### config.mk
export PLATFORM = sky130hd
export DESIGN_NAME = art_ctrl_flat
export DESIGN_NICKNAME = d
export VERILOG_FILES = /design/src/design/art_pkg.sv /design/src/design/art_in_if.sv /design/src/design/art_out_if.sv /design/src/design/art_cfg_if.sv /design/src/design/art_ctrl.sv /design/src/flat_wrapper.sv
export SDC_FILE = /design/constraint.sdc
export NUM_CORES = 1
export LEC_CHECK = 0
export ABC_AREA = 0
export BUFFER_PORTS_ARGS = -buffer_cell sky130_fd_sc_hd__buf_2
export CORE_AREA = 3 3 90 177
export CTS_BUF_LIST = sky130_fd_sc_hd__clkbuf_8
export DETAILED_ROUTE_END_ITERATION = 8
export DIE_AREA = 0 0 93 180
export PLACE_DENSITY = 0.8
export SYNTH_ARGS = -nofsm -noshare
export SYNTH_HDL_FRONTEND = slang
export SYNTH_SLANG_ARGS = --single-unit
### constraint.sdc
create_clock -name clk -period 4.3 [get_ports clk]
set_clock_uncertainty 0.15 [all_clocks]
set_input_delay 0.645 -clock clk [delete_from_list [all_inputs] [get_ports clk]]
set_output_delay 0.645 -clock clk [all_outputs]
set_load 0.05 [all_outputs]
### src/design/art_pkg.sv
// Shared types and constants for the acknowledgement retry tracker.
// No dependencies; every other design file refers to it by scoped names.
package art_pkg;

  localparam int TABLE_DEPTH = 16;
  localparam int MAX_RES     = 16;
  localparam int SLOT_IDX_W  = (TABLE_DEPTH > 1) ? $clog2(TABLE_DEPTH) : 1;
  localparam int CNT_W       = $clog2(MAX_RES + 1);

  localparam int ACTION_W    = 2;
  localparam int ID_W        = 16;
  localparam int TIME_W      = 32;
  localparam int RETRY_W     = 8;
  localparam int TIMEOUT_W   = 16;
  localparam int EVENT_W     = 3;
  localparam int CFG_IDX_W   = 4;
  localparam int CFG_DATA_W  = 16;

  // Action codes on the input word; the fourth code is unused.
  localparam logic [ACTION_W-1:0] ACT_SENT     = 2'd0;
  localparam logic [ACTION_W-1:0] ACT_RECEIVED = 2'd1;
  localparam logic [ACTION_W-1:0] ACT_TICK     = 2'd2;

  // Configuration register indexes.
  localparam logic [CFG_IDX_W-1:0] REG_TIMEOUT = 4'd0;
  localparam logic [CFG_IDX_W-1:0] REG_LIMIT   = 4'd1;

  localparam logic [TIMEOUT_W-1:0] TIMEOUT_RST = 16'd1000;
  localparam logic [RETRY_W-1:0]   LIMIT_RST   = 8'd3;

  typedef enum logic [EVENT_W-1:0] {
    EV_NONE        = 3'd0,
    EV_TRACKED     = 3'd1,
    EV_DROPPED     = 3'd2,
    EV_ACK_CLEARED = 3'd3,
    EV_ACK_UNKNOWN = 3'd4,
    EV_RESEND      = 3'd5,
    EV_GAVE_UP     = 3'd6
  } event_t;

  typedef enum logic [1:0] {
    OP_NONE,
    OP_INSERT,
    OP_CLEAR,
    OP_TICK
  } op_t;

  // Token that walks the cell chain, one cell per advance.
  typedef struct packed {
    logic                  valid;
    op_t                   op;
    logic [ID_W-1:0]       id;
    logic [TIME_W-1:0]     now;
    logic                  found;
    logic                  free_seen;
    logic [SLOT_IDX_W-1:0] free_idx;
    logic [CNT_W-1:0]      ev_cnt;
  } token_t;

  typedef struct packed {
    logic               valid;
    event_t             res;
    logic [ID_W-1:0]    id;
    logic [RETRY_W-1:0] retries;
  } emit_t;

  typedef struct packed {
    event_t             res;
    logic [ID_W-1:0]    id;
    logic [RETRY_W-1:0] retries;
    logic               last;
  } out_word_t;

  typedef struct packed {
    logic                  en;
    logic [SLOT_IDX_W-1:0] idx;
    logic [ID_W-1:0]       id;
    logic [TIME_W-1:0]     now;
  } wr_t;

  typedef struct packed {
    logic [TIMEOUT_W-1:0] timeout;
    logic [RETRY_W-1:0]   limit;
  } cfg_t;

endpackage

### src/design/art_in_if.sv
// Input channel of the retry tracker: valid/ready plus one item.
// Depends on art_pkg for field widths.
interface art_in_if;
  logic                          valid;
  logic                          ready;
  logic [art_pkg::ACTION_W-1:0]  action;
  logic [art_pkg::ID_W-1:0]      message_id;
  logic                          is_request;
  logic                          ack_required;

  modport source (output valid, action, message_id, is_request, ack_required, input ready);
  modport sink   (input valid, action, message_id, is_request, ack_required, output ready);
endinterface

### src/design/art_out_if.sv
// Result channel of the retry tracker: valid/ready plus one event word.
// Depends on art_pkg for field widths.
interface art_out_if;
  logic                         valid;
  logic                         ready;
  logic [art_pkg::EVENT_W-1:0]  event_res;
  logic [art_pkg::ID_W-1:0]     event_id;
  logic [art_pkg::RETRY_W-1:0]  retry_number;
  logic                         last;

  modport source (output valid, event_res, event_id, retry_number, last, input ready);
  modport sink   (input valid, event_res, event_id, retry_number, last, output ready);
endinterface

### src/design/art_cfg_if.sv
// Configuration write channel of the retry tracker: valid/ready, index, data.
// Depends on art_pkg for field widths.
interface art_cfg_if;
  logic                           valid;
  logic                           ready;
  logic [art_pkg::CFG_IDX_W-1:0]  index;
  logic [art_pkg::CFG_DATA_W-1:0] data;

  modport source (output valid, index, data, input ready);
  modport sink   (input valid, index, data, output ready);
endinterface

### src/design/art_ctrl.sv
// Front and back end of the retry tracker: config, clock, launch, result staging.
// Depends on art_pkg and the three channel interfaces.
module art_ctrl (
  input  logic                       clk,
  input  logic                       rst_n,
  art_in_if.sink                     in_ch,
  art_out_if.source                  out_ch,
  art_cfg_if.sink                    cfg_ch,
  input  art_pkg::token_t            tail,
  input  art_pkg::emit_t             emit,
  output art_pkg::token_t            launch,
  output logic                       adv,
  output art_pkg::cfg_t              cfg,
  output art_pkg::wr_t               wr
);

  logic [art_pkg::TIMEOUT_W-1:0] timeout_r;
  logic [art_pkg::RETRY_W-1:0]   limit_r;
  logic [art_pkg::TIME_W-1:0]    now_r, now_nxt;
  art_pkg::token_t               launch_r, launch_nxt;
  logic                          busy_r, busy_nxt;
  art_pkg::emit_t                held_r, held_nxt;
  logic                          out_valid_r;
  art_pkg::out_word_t            out_r;
  logic                          accept;
  logic                          cfg_wr;
  logic                          finish;
  logic                          push;
  art_pkg::out_word_t            push_word;

  assign adv          = !out_valid_r || out_ch.ready;
  assign in_ch.ready  = !busy_r;
  assign accept       = in_ch.valid && !busy_r;
  assign cfg_ch.ready = 1'b1;
  assign cfg_wr       = cfg_ch.valid;
  assign finish       = adv && tail.valid;

  assign cfg.timeout = timeout_r;
  assign cfg.limit   = limit_r;
  assign launch      = launch_r;

  always_ff @(posedge clk) begin
    if (!rst_n) begin
      timeout_r <= art_pkg::TIMEOUT_RST;
      limit_r   <= art_pkg::LIMIT_RST;
    end else if (cfg_wr) begin
      unique case (cfg_ch.index)
        art_pkg::REG_TIMEOUT: timeout_r <= cfg_ch.data;
        art_pkg::REG_LIMIT:   limit_r   <= cfg_ch.data[art_pkg::RETRY_W-1:0];
        default: begin
        end
      endcase
    end
  end

  // Decode the item into a chain operation and launch it.
  always_comb begin
    now_nxt    = now_r;
    launch_nxt = launch_r;
    busy_nxt   = busy_r;
    if (adv) begin
      launch_nxt.valid = 1'b0;
    end
    if (finish) begin
      busy_nxt = 1'b0;
    end
    if (accept) begin
      busy_nxt   = 1'b1;
      launch_nxt = '0;
      launch_nxt.valid = 1'b1;
      launch_nxt.id    = in_ch.message_id;
      launch_nxt.now   = now_r;
      launch_nxt.op    = art_pkg::OP_NONE;
      if (in_ch.action == art_pkg::ACT_SENT) begin
        if (in_ch.ack_required && in_ch.is_request) begin
          launch_nxt.op = art_pkg::OP_INSERT;
        end
      end else if (in_ch.action == art_pkg::ACT_RECEIVED) begin
        if (!in_ch.is_request) begin
          launch_nxt.op = art_pkg::OP_CLEAR;
        end
      end else if (in_ch.action == art_pkg::ACT_TICK) begin
        now_nxt        = now_r + 1'b1;
        launch_nxt.now = now_nxt;
        launch_nxt.op  = art_pkg::OP_TICK;
      end
    end
  end

  // Keep one tick event back so the final one can carry last.
  always_comb begin
    held_nxt  = held_r;
    push      = 1'b0;
    push_word = '0;
    wr        = '0;
    wr.idx    = tail.free_idx;
    wr.id     = tail.id;
    wr.now    = tail.now;
    if (adv && emit.valid) begin
      held_nxt = emit;
      if (held_r.valid) begin
        push              = 1'b1;
        push_word.res     = held_r.res;
        push_word.id      = held_r.id;
        push_word.retries = held_r.retries;
      end
    end
    if (finish) begin
      push           = 1'b1;
      push_word.last = 1'b1;
      push_word.id   = tail.id;
      held_nxt.valid = 1'b0;
      case (tail.op)
        art_pkg::OP_TICK: begin
          if (held_r.valid) begin
            push_word.res     = held_r.res;
            push_word.id      = held_r.id;
            push_word.retries = held_r.retries;
          end else begin
            push_word.res = art_pkg::EV_NONE;
            push_word.id  = '0;
          end
        end
        art_pkg::OP_INSERT: begin
          if (tail.found) begin
            push_word.res = art_pkg::EV_TRACKED;
          end else if (tail.free_seen) begin
            push_word.res = art_pkg::EV_TRACKED;
            wr.en         = 1'b1;
          end else begin
            push_word.res = art_pkg::EV_DROPPED;
          end
        end
        art_pkg::OP_CLEAR: begin
          push_word.res = tail.found ? art_pkg::EV_ACK_CLEARED : art_pkg::EV_ACK_UNKNOWN;
        end
        default: begin
          push_word.res = art_pkg::EV_NONE;
        end
      endcase
    end
  end

  always_ff @(posedge clk) begin
    if (!rst_n) begin
      now_r          <= '0;
      busy_r         <= 1'b0;
      launch_r.valid <= 1'b0;
      held_r.valid   <= 1'b0;
      out_valid_r    <= 1'b0;
    end else begin
      now_r    <= now_nxt;
      busy_r   <= busy_nxt;
      launch_r <= launch_nxt;
      held_r   <= held_nxt;
      if (push) begin
        out_valid_r <= 1'b1;
      end else if (out_ch.ready) begin
        out_valid_r <= 1'b0;
      end
    end
  end

  always_ff @(posedge clk) begin
    if (push) begin
      out_r <= push_word;
    end
  end

  assign out_ch.valid        = out_valid_r;
  assign out_ch.event_res    = out_r.res;
  assign out_ch.event_id     = out_r.id;
  assign out_ch.retry_number = out_r.retries;
  assign out_ch.last         = out_r.last;

endmodule

### src/flat_wrapper.sv
// flat-port wrapper written by rule: the top's interface ports become plain ports
module art_ctrl_flat 
  (clk, rst_n, tail, emit, launch, adv, cfg, wr, in_ch_valid, in_ch_action, in_ch_message_id, in_ch_is_request, in_ch_ack_required, in_ch_ready, out_ch_valid, out_ch_event_res, out_ch_event_id, out_ch_retry_number, out_ch_last, out_ch_ready, cfg_ch_valid, cfg_ch_index, cfg_ch_data, cfg_ch_ready);
  art_in_if in_ch_i ();
  art_out_if out_ch_i ();
  art_cfg_if cfg_ch_i ();
  input  logic clk;
  input  logic rst_n;
  input  art_pkg::token_t tail;
  input  art_pkg::emit_t emit;
  output art_pkg::token_t launch;
  output logic adv;
  output art_pkg::cfg_t cfg;
  output art_pkg::wr_t wr;
  input wire logic [$bits(in_ch_i.valid)-1:0] in_ch_valid;
  input wire logic [$bits(in_ch_i.action)-1:0] in_ch_action;
  input wire logic [$bits(in_ch_i.message_id)-1:0] in_ch_message_id;
  input wire logic [$bits(in_ch_i.is_request)-1:0] in_ch_is_request;
  input wire logic [$bits(in_ch_i.ack_required)-1:0] in_ch_ack_required;
  output wire logic [$bits(in_ch_i.ready)-1:0] in_ch_ready;
  output wire logic [$bits(out_ch_i.valid)-1:0] out_ch_valid;
  output wire logic [$bits(out_ch_i.event_res)-1:0] out_ch_event_res;
  output wire logic [$bits(out_ch_i.event_id)-1:0] out_ch_event_id;
  output wire logic [$bits(out_ch_i.retry_number)-1:0] out_ch_retry_number;
  output wire logic [$bits(out_ch_i.last)-1:0] out_ch_last;
  input wire logic [$bits(out_ch_i.ready)-1:0] out_ch_ready;
  input wire logic [$bits(cfg_ch_i.valid)-1:0] cfg_ch_valid;
  input wire logic [$bits(cfg_ch_i.index)-1:0] cfg_ch_index;
  input wire logic [$bits(cfg_ch_i.data)-1:0] cfg_ch_data;
  output wire logic [$bits(cfg_ch_i.ready)-1:0] cfg_ch_ready;
  assign in_ch_i.valid = in_ch_valid;
  assign in_ch_i.action = in_ch_action;
  assign in_ch_i.message_id = in_ch_message_id;
  assign in_ch_i.is_request = in_ch_is_request;
  assign in_ch_i.ack_required = in_ch_ack_required;
  assign in_ch_ready = in_ch_i.ready;
  assign out_ch_valid = out_ch_i.valid;
  assign out_ch_event_res = out_ch_i.event_res;
  assign out_ch_event_id = out_ch_i.event_id;
  assign out_ch_retry_number = out_ch_i.retry_number;
  assign out_ch_last = out_ch_i.last;
  assign out_ch_i.ready = out_ch_ready;
  assign cfg_ch_i.valid = cfg_ch_valid;
  assign cfg_ch_i.index = cfg_ch_index;
  assign cfg_ch_i.data = cfg_ch_data;
  assign cfg_ch_ready = cfg_ch_i.ready;
  art_ctrl u_core (.clk(clk), .rst_n(rst_n), .in_ch(in_ch_i), .out_ch(out_ch_i), .cfg_ch(cfg_ch_i), .tail(tail), .emit(emit), .launch(launch), .adv(adv), .cfg(cfg), .wr(wr));
endmodule
Yosys cells after proc, flatten, opt, wreduce, memory -nomap -nowiden
Index checks and enable logic that the tools add are counted.

RAM bits: 0. Output and inout bits: 171. Register bits after elaboration: 165. Bits in read-only memories: 0. Input bits: 135. Logic and storage cells: 73. Memories kept: 0. Bits in latches: 0.

Reduce and logical (&&, ||, !) cells: 17. Multipliers: 0. $lt $le $gt $ge: 0. Bitwise gates (word level): 1. Equal/unequal tests: 6. Div/mod/pow operators: 0. Shifts and indexed selects: 0. Mux-type cells: 31. Add/sub/neg operators: 1.

Operators by type and width (count): $mux 32 (3); $mux 62 (1); $mux 27 (2); $add 32x1->32 const B (1); $mux 28 (1); $mux 24 (1); $mux 19 (1); $mux 1 (13); $mux 2 (5); $pmux 3 s3 (1); $mux 8 (1); $reduce_and 2->1 (4); $eq 2x2->1 const B (3); $mux 3 (2); $reduce_bool 2->1 (3); $eq 2x1->1 const B (2); $eq 4x1->1 const B (1); $logic_and 1x1->1 (4); $logic_not 4->1 (1); $logic_not 1->1 (2); $logic_not 2->1 (1); $reduce_or 2->1 (1); $logic_or 1x1->1 (1); $not 1->1 (1).

Logic depth before layout (Yosys ltp)
Depth after elaboration: 7. Gate-level depth with buffers: 7. Mapped depth without buffers: 5.

Least setup slack after synthesis
OpenSTA, ideal clock, no wires.

Path kind: in2reg. Start: in in_ch_valid. End: reg u_core.launch_r (netlist bit u_core.launch[11]) (enable). Slack: 519 ps. Library setup time: 458 ps. Required time: 3692 ps. Data arrival time: 3173 ps. Path buffers: 2. Stages: 4. Cells stage by stage: nand2b_1 > clkbuf_1 > clkbuf_1 > nor2_1.

Longest elaborated chain between the ends: 2.

Ends and longest elaborated chain: start: declaration (line flat_wrapper.sv:15) `input wire logic [$bits(in_ch_i.valid)-1:0] in_ch_valid;`; $logic_and 1x1->1 (line art_ctrl.sv:33) `assign accept = in_ch.valid && !busy_r;`; $reduce_and 2->1 (no source line); end signal: assignment (line art_ctrl.sv:154) `launch_r <= launch_nxt;`; end: declaration (line art_ctrl.sv:20) `art_pkg::token_t launch_r, launch_nxt;`.

No other way between the ends. A chain may end at the register's enable or synchronous reset.

==> reports/results.tsv <==
metric	value	unit
clk_path_buf_depth	2	
final_antenna_net_count	0	
cts_hold_buffers	0	
ys_seq_area_share	61.44	%
holdWs	0.2050	ns
synth_area_leader_cell	edfxtp_1	
dpl_cell_area	0.007908	mm2
tightest_slew	0.8117	ns
outcome	finished, final reports clean	
final_common_cell	buf_2	
timing.fmax	378.6	MHz
crit_buf_inv	2	
grt_pass1_vias	4977	
synth_area_leaders	edfxtp_1, dfxtp_1, buf_4	
ir_drop	0.3886	mV
cp-start-kind	flop	
max_stage_delay	0.33	ns
multi_input_area	0.002153	mm2
dp_hpwl	14060	um
post_cts_buffers	0	
drive_gt1_share	34.32	%
ys_warn_count	0	
cp.arrival	1.85	ns
path_class	reg2out	
path_delay_family	simple AND/OR/NAND/NOR gates	
pre_cts_ws	1.638	ns
root_buffer	clkbuf_8	
seqCellArea	0.004354	mm2
worst_ep_required_time	3.50	ns
endpoint_kind	primary output	
die_area	0.01674	mm2
post_synth_num_cell_types	44	
worstSkewPairLatency	0.46	ns
clk_pin_slew	0.09	ns
syn_avg_cell_area	11.77	um2
cp_cell_sequence	nor2b_1 -> inv_1 -> nand2_1 -> nor3_1 -> buf_2	
grt-ovfl-total	0	
io_pins	306	
via_per_inst	5.271	
setup_slack	1.659	ns
cpMaxStageDelayCell	dfxtp_1	
drcViolationCount	0	
rows	63	
design_area	0.008278	mm2
grt_max_degree	51	
maxCapViolCount	0	
rsz0062_at_grt	false	
start_util	47.82	%
power	0.003232	W
slew_viol_final	0	
final_nets	898	
cp_max_fo	7	
syn_inst	602	
wirelength	18310	um
synth_edf_count	105	
min_from	emit[14]	
setup_tns	0	ns
grt_usage	22.25	%
layout_common_cells	buf_2, edfxtp_1, dfxtp_1	
routabilityCongestion	0.8585	
cts_max_level	4	
p_per_area	390.4	mW/mm2
cts_buffers	17	
die_x	93	um
wl_per_cell	18.85	um
num_vias	5118	
finalHoldViolCount	0	
period_needed	2.641	ns
fin_crit_sh	61.42	%
ys_async_sr_fraction	0	%
cts.sinks	165	
design.core.area	0.01482	mm2
drt_first_pass_iters	6	
synth-seq-cells	165	
crit_path_start	u_core.out_ch.valid$_SDFFE_PN0P_	
synth_area	0.007087	mm2
worstHoldPathType	in2reg	
leakage	3.427	nW
grt_antenna_before_repair	1	
port_buffers	216	
synth_top_area_share	44.49	%
ys.flop_type	edfxtp_1	
worst_slew_margin_rel	45.88	%
die_h	180	um
drt_iter0_drc	209	
postCtsResizedCells	0	
final-setup-viol-count	0	
cts_tree	yes	
areaGrowthSynthToFinish	16.81	%
grt_pass1_wl	27680	um
r2r-start	u_core.now_r[0]$_SDFFE_PN0P_	
fillCellCount	1327	
## worst reg2reg max path: stages (launching register included)
cell and delay [ns]:
dfxtp_1 0.47, ha_1 0.22, nand3_1 0.14, or4_4 0.66, or4_1 0.55, a21oi_1 0.16
## stage by stage
step           util (%)  std cells
2_1_floorplan         -        612
3_3_place_gp      53.36        938
3_5_place_dp      53.36        938
4_1_cts           55.84        970
5_1_grt           55.86        971
6_report          55.86        971
## cells in the mapped netlist, types with 2 or more instances
cell type    n
nand2b_1     7
edfxtp_1   105
buf_4       64
and2_1       9
dfxtp_1     60
nand3_1     16
clkbuf_2     5
or4_1       15
nor2b_1      7
nand2_1     53
nor4_1       9
or3_1        8
buf_2        4
o31ai_1     13
or4_4        3
a22o_1      17
o211a_1      2
nand4b_1     2
xnor2_1     19
clkbuf_1    18
nand3b_1     2
o21ai_0      7
nand4_2      2
or2_2        2
and3_1       6
nand4_1      8
nor2_1      33
conb_1       2
a21oi_1     37
xor2_1      21
nor3_1      19
inv_1        5
mux2i_1     11
## final timing paths
| path | endpoint | slack (ns) | depth (start not counted) |
|---|---|---|---|
| worst max-delay path | wr[52] | 1.66 | 5 |
| worst min-delay path | u_core.held_r[14]$_DFFE_PP_ | 0.21 | 1 |
| worst max register to register | u_core.now_r[16]$_SDFFE_PN0P_ | 1.89 | 5 |
| worst min register to register | u_core.timeout_r[1]$_SDFFE_PN0P_ | 0.31 | 2 |
## cell families after synthesis
logic type      Yosys count  synth area share [%]
fa+ha+maj                 1                0.1765
mux                      12                 1.713
xor+xnor                 40                 4.944
buf+inv                  98                 8.845
other cells               2                0.1060
flops                   165                 61.44
simple gates            205                 15.57
compound gates           79                 7.203
## sequential cells by signal (all words and copies together), names as in the netlist, 3 cells and up
name	flops
u_core.out_ch.event_id	16
u_core.timeout_r	16
u_core.launch	51
u_core.out_ch.retry_number	8
u_core.held_r	28
u_core.limit_r	8
u_core.out_ch.event_res	3
u_core.now_r	32
## final cells by class
type | count | share of cell area, %
multi-input cells | 349 | 26.01
flip-flops and latches | 165 | 52.60
well taps | 195 | 2.947
diodes | 1 | 0.03023
repair buffers | 223 | 13.69
inverters | 6 | 0.2721
clock buffers | 17 | 2.826
clock inverters | 15 | 1.617
## power breakdown
group	switching (W)	internal, W
Sequential	0.0000190	0.00175
Combinational	0.000322	0.0000918
Clock	0.000592	0.000461
Total	0.000933	0.00230
## layer usage
layer | global-route usage, % | vias to the layer above | wire [um]
li1 | - | 2411 | -
met1 | 20.36 | 2395 | 5583
met2 | 39.58 | 231 | 9774
met3 | 9.255 | 81 | 1889
met4 | 13.51 | 0 | 1061
met5 | 0 | - | 0
Power figures use the tool's default switching activity.
