## src/design/art_pkg.sv

```systemverilog
// Shared types and constants for the acknowledgement retry tracker.
// No dependencies; every other design file refers to it by scoped names.
package art_pkg;

  localparam int TABLE_DEPTH = 16;
  localparam int MAX_RES     = 16;
  localparam int SLOT_IDX_W  = (TABLE_DEPTH > 1) ? $clog2(TABLE_DEPTH) : 1;
  localparam int CNT_W       = $clog2(MAX_RES + 1);

  localparam int ACTION_W    = 2;
  localparam int ID_W        = 16;
  localparam int TIME_W      = 32;
  localparam int RETRY_W     = 8;
  localparam int TIMEOUT_W   = 16;
  localparam int EVENT_W     = 3;
  localparam int CFG_IDX_W   = 4;
  localparam int CFG_DATA_W  = 16;

  // Action codes on the input word; the fourth code is unused.
  localparam logic [ACTION_W-1:0] ACT_SENT     = 2'd0;
  localparam logic [ACTION_W-1:0] ACT_RECEIVED = 2'd1;
  localparam logic [ACTION_W-1:0] ACT_TICK     = 2'd2;

  // Configuration register indexes.
  localparam logic [CFG_IDX_W-1:0] REG_TIMEOUT = 4'd0;
  localparam logic [CFG_IDX_W-1:0] REG_LIMIT   = 4'd1;

  localparam logic [TIMEOUT_W-1:0] TIMEOUT_RST = 16'd1000;
  localparam logic [RETRY_W-1:0]   LIMIT_RST   = 8'd3;

  typedef enum logic [EVENT_W-1:0] {
    EV_NONE        = 3'd0,
    EV_TRACKED     = 3'd1,
    EV_DROPPED     = 3'd2,
    EV_ACK_CLEARED = 3'd3,
    EV_ACK_UNKNOWN = 3'd4,
    EV_RESEND      = 3'd5,
    EV_GAVE_UP     = 3'd6
  } event_t;

  typedef enum logic [1:0] {
    OP_NONE,
    OP_INSERT,
    OP_CLEAR,
    OP_TICK
  } op_t;

  // Token that walks the cell chain, one cell per advance.
  typedef struct packed {
    logic                  valid;
    op_t                   op;
    logic [ID_W-1:0]       id;
    logic [TIME_W-1:0]     now;
    logic                  found;
    logic                  free_seen;
    logic [SLOT_IDX_W-1:0] free_idx;
    logic [CNT_W-1:0]      ev_cnt;
  } token_t;

  typedef struct packed {
    logic               valid;
    event_t             res;
    logic [ID_W-1:0]    id;
    logic [RETRY_W-1:0] retries;
  } emit_t;

  typedef struct packed {
    event_t             res;
    logic [ID_W-1:0]    id;
    logic [RETRY_W-1:0] retries;
    logic               last;
  } out_word_t;

  typedef struct packed {
    logic                  en;
    logic [SLOT_IDX_W-1:0] idx;
    logic [ID_W-1:0]       id;
    logic [TIME_W-1:0]     now;
  } wr_t;

  typedef struct packed {
    logic [TIMEOUT_W-1:0] timeout;
    logic [RETRY_W-1:0]   limit;
  } cfg_t;

endpackage

```

## src/design/art_cell.sv

```systemverilog
// One table slot of the retry tracker chain: holds a slot and passes the token on.
// Depends on art_pkg.
module art_cell (
  input  logic                           clk,
  input  logic                           rst_n,
  input  logic                           adv,
  input  logic [art_pkg::SLOT_IDX_W-1:0] cell_idx,
  input  art_pkg::cfg_t                  cfg,
  input  art_pkg::wr_t                   wr,
  input  art_pkg::token_t                tok_in,
  output art_pkg::token_t                tok_out,
  output art_pkg::emit_t                 emit,
  output logic                           slot_valid
);

  logic                          valid_r, valid_nxt;
  logic [art_pkg::ID_W-1:0]      id_r, id_nxt;
  logic [art_pkg::TIME_W-1:0]    time_r, time_nxt;
  logic [art_pkg::RETRY_W-1:0]   retries_r, retries_nxt;
  art_pkg::token_t               tok_r, tok_nxt;
  logic                          hit;
  logic                          due;
  logic [art_pkg::TIME_W-1:0]    age;

  assign hit = valid_r && (id_r == tok_in.id);
  assign age = tok_in.now - time_r;
  assign due = valid_r && (age > art_pkg::TIME_W'(cfg.timeout));

  always_comb begin
    tok_nxt     = tok_in;
    valid_nxt   = valid_r;
    id_nxt      = id_r;
    time_nxt    = time_r;
    retries_nxt = retries_r;
    emit        = '0;
    if (tok_in.valid) begin
      case (tok_in.op)
        art_pkg::OP_INSERT: begin
          if (hit) begin
            tok_nxt.found = 1'b1;
            time_nxt      = tok_in.now;
            retries_nxt   = '0;
          end else if (!valid_r && !tok_in.free_seen) begin
            tok_nxt.free_seen = 1'b1;
            tok_nxt.free_idx  = cell_idx;
          end
        end
        art_pkg::OP_CLEAR: begin
          if (hit) begin
            tok_nxt.found = 1'b1;
            valid_nxt     = 1'b0;
          end
        end
        art_pkg::OP_TICK: begin
          if (due && (tok_in.ev_cnt < art_pkg::CNT_W'(art_pkg::MAX_RES))) begin
            emit.valid     = 1'b1;
            emit.id        = id_r;
            emit.retries   = retries_r;
            tok_nxt.ev_cnt = tok_in.ev_cnt + 1'b1;
            if (retries_r < cfg.limit) begin
              emit.res    = art_pkg::EV_RESEND;
              time_nxt    = tok_in.now;
              retries_nxt = retries_r + 1'b1;
            end else begin
              emit.res  = art_pkg::EV_GAVE_UP;
              valid_nxt = 1'b0;
            end
          end
        end
        default: begin
        end
      endcase
    end
    // Hold everything while the output side stalls.
    if (!adv) begin
      valid_nxt   = valid_r;
      time_nxt    = time_r;
      retries_nxt = retries_r;
      tok_nxt     = tok_r;
    end
    if (wr.en && (wr.idx == cell_idx)) begin
      valid_nxt   = 1'b1;
      id_nxt      = wr.id;
      time_nxt    = wr.now;
      retries_nxt = '0;
    end
  end

  always_ff @(posedge clk) begin
    if (!rst_n) begin
      valid_r <= 1'b0;
      tok_r   <= '0;
    end else begin
      valid_r <= valid_nxt;
      tok_r   <= tok_nxt;
    end
  end

  always_ff @(posedge clk) begin
    id_r      <= id_nxt;
    time_r    <= time_nxt;
    retries_r <= retries_nxt;
  end

  assign tok_out    = tok_r;
  assign slot_valid = valid_r;

endmodule

```

## config.mk

```make
export PLATFORM = sky130hd
export DESIGN_NAME = art_cell
export DESIGN_NICKNAME = d
export VERILOG_FILES = /design/src/design/art_pkg.sv /design/src/design/art_cell.sv
export SDC_FILE = /design/constraint.sdc
export NUM_CORES = 1
export LEC_CHECK = 0
export ABC_AREA = 1
export BUFFER_PORTS_ARGS = -buffer_cell sky130_fd_sc_hd__buf_2
export CAP_MARGIN = 30
export CORE_MARGIN = 2
export CORE_UTILIZATION = 30
export DETAILED_ROUTE_END_ITERATION = 8
export MAX_ROUTING_LAYER = met4
export RECOVER_POWER = 100
export SYNTH_ARGS = -nofsm -noshare
export SYNTH_HDL_FRONTEND = slang
export SYNTH_SLANG_ARGS = --single-unit
```

## constraint.sdc

```tcl
create_clock -name clk -period 14.1 [get_ports clk]
set_input_delay 2.82 -clock clk [delete_from_list [all_inputs] [get_ports clk]]
set_output_delay 2.82 -clock clk [all_outputs]
set_load 0.005 [all_outputs]
```

* Word level (Yosys, flattened, before mapping) *
Index checks and enable logic that the tools add are counted.

storage, ports and cells
  register bits after elaboration = 119
  output and inout bits = 91
  input bits = 146

cells by class
  equal/unequal tests = 13
  $add $sub $neg = 3
  multiplexer cells = 30
  reduce and logical (&&, ||, !) cells = 16
  $lt $le $gt $ge = 3

operators with widths
  cell                                               number
  two-way mux 32 bit                                 6
  two-way mux 28 bit                                 3
  one-hot mux 32 bit (2 select lines)                1
  greater-than comparator 32 x 16 -> 1 bit           1
  subtractor 32 bit                                  1
  two-way mux 5 bit                                  5
  two-way mux 8 bit                                  3
  AND reduction 6 bit                                3
  == test 16 bit                                     1
  one-hot mux 8 bit (2 select lines)                 1
  inequality test 3 bit, second input constant       5
  two-way mux 11 bit                                 1
  adder 8 x 1 -> 8 bit, second input constant        1
  less-than comparator 8 bit                         1
  two-way mux 1 bit                                  8
  inequality test 2 bit, second input constant       3
  nonzero test 2 bit                                 3
  nonzero test 3 bit                                 2
  adder 5 x 1 -> 5 bit, second input constant        1
  logical AND 1 bit                                  5
  less-than comparator 5 bit, second input constant  1
  == test 2 bit, second input constant               2
  == test 4 bit                                      1
  == test 2 x 1 -> 1 bit, second input constant      1
  4 further kinds                                    5

* Logic depth before layout (Yosys ltp) *
Gate-level depths: netlist of the first run.

  depth in word-level cells = 9
  mapped depth = 31

* Least setup slack after synthesis of the first run *
Ideal clock, no wire load.

  path kind = input -> output
  start = input tok_in[11] (netlist bit)
  end = output emit[27] (netlist bit)
  setup slack = 5545 ps
  buffers on the path = 3
  arrival time = 5735 ps
  required time = 11280 ps
  stages = 27
  cells stage by stage = inv_1 ha_1 fa_1 inv_1 nand2_1 nand2_1 and2_4 nand2_1 nand3_2 xor2_1 ha_1 nand2_1 nor2_1 nand3_1 nor2_1 nand4_1 nand2_1 nand3_1 nor2_1 nand2_1 nor2_1 nand2_2 nand3_1 buf_4 buf_6 inv_1 buf_4

RTL lines
  item                line            source
  start: declaration  art_cell.sv:10  input art_pkg::token_t tok_in,
  end: declaration    art_cell.sv:12  output art_pkg::emit_t emit,

==> results of run 1 <==
sequential cells by signal, indices dropped and copies added (netlist names):
register and count:
tok_out 62, slot_valid 1, time_r 32, id_r 16, retries_r 8
placed cells by master (no fill, tap or decap), types with 2 or more instances in the layout:
master and count:
diode_2 6, a21o_1 2, nor2_2 3, xor2_1 21, clkbuf_2 4, o22ai_1 4
bufinv_16 2, a21oi_1 52, clkinv_1 2, nor3_1 9, nand2_2 6, inv_1 230
clkbuf_1 78, nor2_1 195, clkinvlp_4 3, ha_1 59, o21ai_0 72, nand3_1 44
inv_2 3, nand2_1 395, o21bai_1 3, edfxtp_1 48, xnor2_1 4, o211ai_1 3
dfxtp_1 71, clkbuf_16 18, clkinv_2 3, nand4_1 15, buf_2 161, nand3b_1 2
and2_1 2, clkinv_4 3, nor4_1 2, nand3_2 2
critical path, delay by kind of cell:
kind | cells | cell delay (ps)
xor gates and xnor gates | 1 | 100
adders and majority gates | 3 | 910
buffers and inverters | 5 | 1300
and+or+nand+nor | 18 | 2030
layer usage:
metal  vias up  global-route usage (%)  wire, um
met5         -                       -         0
met4         0                    8.18       896
met3        50                    4.14      1550
met2       244                    31.5     12900
met1      3852                    23.4     11900
li1       4477                       -         -
worst max-delay path by stage:
stage	endpoint	cells after the start
4_1_cts	emit[21]	28
2_1_floorplan	emit[27]	27
6_report	emit[21]	27
3_3_place_gp	emit[19]	27
5_1_grt	emit[21]	27
3_5_place_dp	emit[21]	28
cell families after synthesis:
family	count (synthesis)
AND/OR/NAND/NOR	680
buffers and inverters	263
AO/OA/AOI/OAI	140
flip-flops	119
adder cells (fa/ha/maj)	60
XOR/XNOR	25
stage by stage:
step | total power [mW] | setup slack (ps) | hold slack, ps
floorplan | 0.536 | 5550 | 458
global placement | 0.619 | 4310 | 450
detailed placement | 0.621 | 4950 | 455
CTS | 1.06 | 4940 | 464
global route | 1.11 | 3620 | 493
finish | 1.05 | 4110 | 467
cell usage after synthesis (all sizes together) (15+ instances only):
master  count  share of area [%]
nand2     401                 19
inv       234                 11
nor2      198                9.0
o21ai      72                4.3
dfxtp      71                 17
ha         59                8.8
a21oi      52                3.1
edfxtp     48                 17
nand3      46                2.9
clkbuf     21               0.94
xor2       21                2.2
nand4      15                1.1
cell type report:
type / count / area (um^2)
diodes: 6 / 15.0
repair buffers: 242 / 1130
fillers: 3038 / 17200
flip-flops and latches: 119 / 2860
inverters: 235 / 882
clock buffers: 21 / 462
clock inverters: 11 / 124
multi-input cells: 905 / 4440
well taps: 378 / 473
report_power, final:
part | internal [mW] | total [mW] | switching, mW
logic | 0.0815 | 0.220 | 0.138
clock network | 0.270 | 0.436 | 0.166
registers | 0.381 | 0.392 | 0.0103
total | 0.733 | 1.05 | 0.315
==> flow_metrics.env, run 1 <==
export IMPL_syn_avg_cell_area_um2=6.49
export IMPL_ys_warn_count=0
export IMPL_grt_overflow_total=0
export IMPL_die_area_um2=29200
export IMPL_hpwl_um=21700
export IMPL_synthAdderAreaFrac_pct=9.08
export IMPL_clock_sinks=119
export IMPL_synth_main_ff_cell="dfxtp_1"
export IMPL_slew_headroom_pct=-60.6
export IMPL_vias=8623
export IMPL_row_count=61
export IMPL_cpMaxStageDelayCell="clkbuf_1"
export IMPL_htreeDepth=4
export IMPL_syn_inst=1287
export IMPL_slew_viol_final=165
export IMPL_holdBufCountCts=0
export IMPL_drt_pass1_iterations=7
export IMPL_design_area_um2=10400
export IMPL_ctsResizeCount=0
export IMPL_coreArea_um2=27600
export IMPL_cp_start_kind="primary input"
export IMPL_start_util_pct=30.3
export IMPL_antenna_left=0
export IMPL_clock_skew_ps=17.6
export IMPL_synth_compound_area_share_pct=8.83
export IMPL_setup_viol=0
export IMPL_drive_gt1_share_pct=13.8
export IMPL_min_delay_path_depth=2
export IMPL_synth_top_family_by_area="simple AND/OR/NAND/NOR gates"
export IMPL_syn_num_nets=1493
export IMPL_min_to="tok_out[8]"
export IMPL_startpoint="tok_in[11]"
export IMPL_min_from="tok_out[8]"
export IMPL_clk_latency_ps=420
export IMPL_hold_viol=0
export IMPL_min_path_type="flop to flop"
export IMPL_crit_reg2reg_launch="time_r[0]"
export IMPL_synth_distinct_cells=41
export IMPL_synth_seq_cells=119
export IMPL_io_buffer_count=236
export IMPL_grt_pass1_wl_um=42500
export IMPL_ir_drop_uv=85.5
export IMPL_status="finished with violations"
export IMPL_dp_cells=1879
export IMPL_fmaxAchievable_mhz=100
export IMPL_routedWlPerCell_um=14.2
export IMPL_cts_tree="done"
export IMPL_netlist_area_um2=8350
export IMPL_rsz0062_at_grt="false"
export IMPL_cts_made_buffers=17
export IMPL_fin_crit_sh_pct=70.9
export IMPL_yosys_area_share_simple_pct=33.1
export IMPL_finalNetCount=1726
export IMPL_grt_use_total_pct=19.4
export IMPL_antenna_found_initial=6
export IMPL_cts_setup_buffers=0
export IMPL_maxCapViolCount=4
export IMPL_syn_to_final_growth_pct=24.5
export IMPL_path_common_cell="nand2_1"
export IMPL_placed_area_um2=9940
export IMPL_period_needed_ps=9990
export IMPL_clockRootBuffer="clkbuf_16"
export IMPL_totalWireLength_um=27200
export IMPL_max_stage_delay_ps=870
export IMPL_worst_endpoint_required_ps=11280
export IMPL_fp_dieW_um=171
export IMPL_cp_arrival_ps=7170
export IMPL_fp_dieH_um=171
export IMPL_cp_end_kind="primary output"
export IMPL_ys_seq_area_share_pct=34.3
export IMPL_final_util_pct=37.7
export IMPL_reg2regPathDepth=27
export IMPL_rrSetupSlack_ps=8570
export IMPL_io_pin_count=237
export IMPL_path_clk_slew_ps=50
export IMPL_violations="capacitance limit, slew limit"
export IMPL_p_leak_nw=5.55
export IMPL_routabilityCongestion=0.938
export IMPL_r2r_end="time_r[24]"
export IMPL_worstPathMaxFanout=26
export IMPL_via_per_inst=4.50
export IMPL_worstMarginPinSlew_ps=2410
export IMPL_fin_cells=1917
export IMPL_critical_path_class="primary input to primary output"
export IMPL_synth_edf_count=48
export IMPL_clockBufferDepth=2
export IMPL_synthArstFlopShare_pct=0
export IMPL_first_global_vias=8295
export IMPL_remaining_drc_errors=0
export IMPL_synth_mux_area_share_pct=0
export IMPL_setup_tns_ps=0
export IMPL_drt_iter0_markers=415
export IMPL_power_density_nw_per_um2=101
export IMPL_synthXorXnorAreaFrac_pct=2.62
export IMPL_grt_start_max_net_pins=71
Power figures use the tool's default switching activity.
==> run 2: changes to the inputs <==
==> constraint.sdc (replaced) <==
create_clock -name clk -period 9.9 [get_ports clk]
set_input_delay 1.98 -clock clk [delete_from_list [all_inputs] [get_ports clk]]
set_output_delay 1.98 -clock clk [all_outputs]
set_load 0.005 [all_outputs]
==> run 2 against run 1 <==
Sequential power up 42%. Global-route usage up 0.40 points. Cell area about the same. The run still ends with capacitance limit, slew limit left. Worst hold slack better by 2.1 ps. Clock skew about the same. Cell count about the same. First-iteration DRC count down 16%. Via count down 0.93%. Wire length up 0.90%.
==> flow_metrics.env, run 2 (synthesis results as in run 1) <==
export IMPL_drt_iter0_markers=347
export IMPL_violations="capacitance limit, slew limit"
export IMPL_clk_latency_ps=420
export IMPL_rsz0062_at_grt="false"
export IMPL_maxCapViolCount=5
export IMPL_path_clk_slew_ps=60
export IMPL_worstMarginPinSlew_ps=2970
export IMPL_holdBufCountCts=0
export IMPL_design_area_um2=10400
export IMPL_io_pin_count=237
export IMPL_fp_dieH_um=171
export IMPL_row_count=61
export IMPL_clock_skew_ps=17.3
export IMPL_multiInputGateArea_um2=4440
export IMPL_finalNetCount=1726
export IMPL_final_common_cell="nand2_1"
export IMPL_n_fill_cell=3059
export IMPL_die_area_um2=29200
export IMPL_cts_made_buffers=17
export IMPL_routabilityCongestion=0.900
export IMPL_worst_endpoint_required_ps=7920
export IMPL_syn_to_final_growth_pct=24.4
export IMPL_cts_setup_buffers=0
export IMPL_htreeDepth=4
export IMPL_dp_cells=1879
export IMPL_placed_area_um2=9920
export IMPL_drt_pass1_iterations=5
export IMPL_clock_sinks=119
export IMPL_pre_cts_ws_ps=2370
export IMPL_routedWlPerCell_um=14.3
export IMPL_fin_crit_sh_pct=84.6
export IMPL_clockPowerShare_pct=41.9
export IMPL_cp_end_kind="primary output"
export IMPL_slew_headroom_pct=-97.9
export IMPL_slew_viol_final=234
export IMPL_period_needed_ps=8370
export IMPL_hpwl_um=21800
export IMPL_cp_start_kind="primary input"
export IMPL_ctsResizeCount=0
export IMPL_status="finished with violations"
export IMPL_grt_pass1_wl_um=43500
export IMPL_p_int_mw=1.05
export IMPL_start_util_pct=30.3
export IMPL_grt_use_total_pct=19.8
export IMPL_grt_overflow_total=0
export IMPL_critical_path_class="primary input to primary output"
export IMPL_seqCellArea_um2=2860
export IMPL_startpoint="tok_in[11]"
export IMPL_drive_gt1_share_pct=13.6
export IMPL_largest_reg_flops=62
export IMPL_pwr_share_seq_pct=37.2
export IMPL_crit_reg2reg_launch="time_r[0]"
export IMPL_clockBufferDepth=2
export IMPL_p_sw_share_pct=29.8
export IMPL_power_density_nw_per_um2=144
export IMPL_setup_viol=0
export IMPL_antenna_left=0
export IMPL_p_switching_uw=447
export IMPL_worstPathMaxFanout=26
export IMPL_holdWs_ps=469
export IMPL_fp_dieW_um=171
export IMPL_totalWireLength_um=27500
export IMPL_first_global_vias=8370
export IMPL_io_buffer_count=236
export IMPL_cts_tree="done"
export IMPL_remaining_drc_errors=0
export IMPL_p_comb_share_pct=20.9
export IMPL_coreArea_um2=27600
export IMPL_antenna_found_initial=4
export IMPL_fmaxAchievable_mhz=119
export IMPL_grt_start_max_net_pins=70
export IMPL_via_per_inst=4.46
export IMPL_clockRootBuffer="clkbuf_16"
export IMPL_min_path_type="flop to flop"
export IMPL_final_cell_mix="395 x nand2_1, 230 x inv_1, 195 x nor2_1"
export IMPL_vias=8543
export IMPL_setup_tns_ps=0
export IMPL_hold_viol=0
export IMPL_fin_cells=1916
export IMPL_p_leak_nw=5.56
export IMPL_min_from="tok_out[5]"
export IMPL_cp_arrival_ps=6390
export IMPL_ir_drop_uv=113
export IMPL_fin_ws_ps=1530
-- run 2: layout make-up --
class | instances | share of cell area [%]
clock inverter | 5 | 0.277
sequential | 119 | 27.6
timing repair buffer | 242 | 10.7
antenna | 5 | 0.120
inverter | 235 | 8.50
clock buffer | 27 | 5.47
tap | 378 | 4.55
multi-input combinational | 905 | 42.8
-- run 2: layer usage --
layer  share of wire, %  track usage [%]
met4                3.3             8.18
met3                5.7             4.46
met1                 44             23.9
met2                 47             32.0
met5                  0                -
-- run 2: power groups by stage --
stage                     clock network, mW  registers (mW)  logic [mW]
final                                 0.629           0.558       0.313
after global routing                  0.664           0.561       0.361
after CTS                             0.642           0.557       0.321
after detailed placement                  0           0.567       0.319
after global placement                    0           0.566       0.316
after floorplan                           0           0.567       0.197
-- run 2: final timing paths --
| kind | endpoint | slack [ps] | cells past startpoint |
|---|---|---|---|
| worst max-delay path | emit[27] | 1530 | 27 |
| worst min-delay path | tok_out[5] | 470 | 2 |
| worst max register to register | time_r[19] | 4240 | 27 |
| worst min register to register | tok_out[5] | 470 | 2 |
-- run 2: metrics by stage --
step                      power [mW]  utilization [%]
after floorplan                0.764                -
after CTS                       1.52             38.2
final                           1.50             37.7
after global routing            1.59             37.7
after detailed placement       0.886             36.0
after global placement         0.882             36.0
-- run 2: worst max-delay path, cell delays in order --
cell,delay [ps]
buf_2,80
inv_1,60
ha_1,230
fa_1,410
inv_1,120
nand2_1,60
nand2_1,70
and2_0,200
nand2_1,80
nand3_1,140
xor2_1,120
ha_1,280
nand2_1,50
nor2_1,140
nand3_1,120
nor2_1,130
nand4_1,90
nand2_1,80
nand3_1,70
nor2_1,100
nand2_1,50
nor2_1,100
nand2_1,150
nand3_1,240
clkbuf_1,860
inv_1,170
buf_2,190
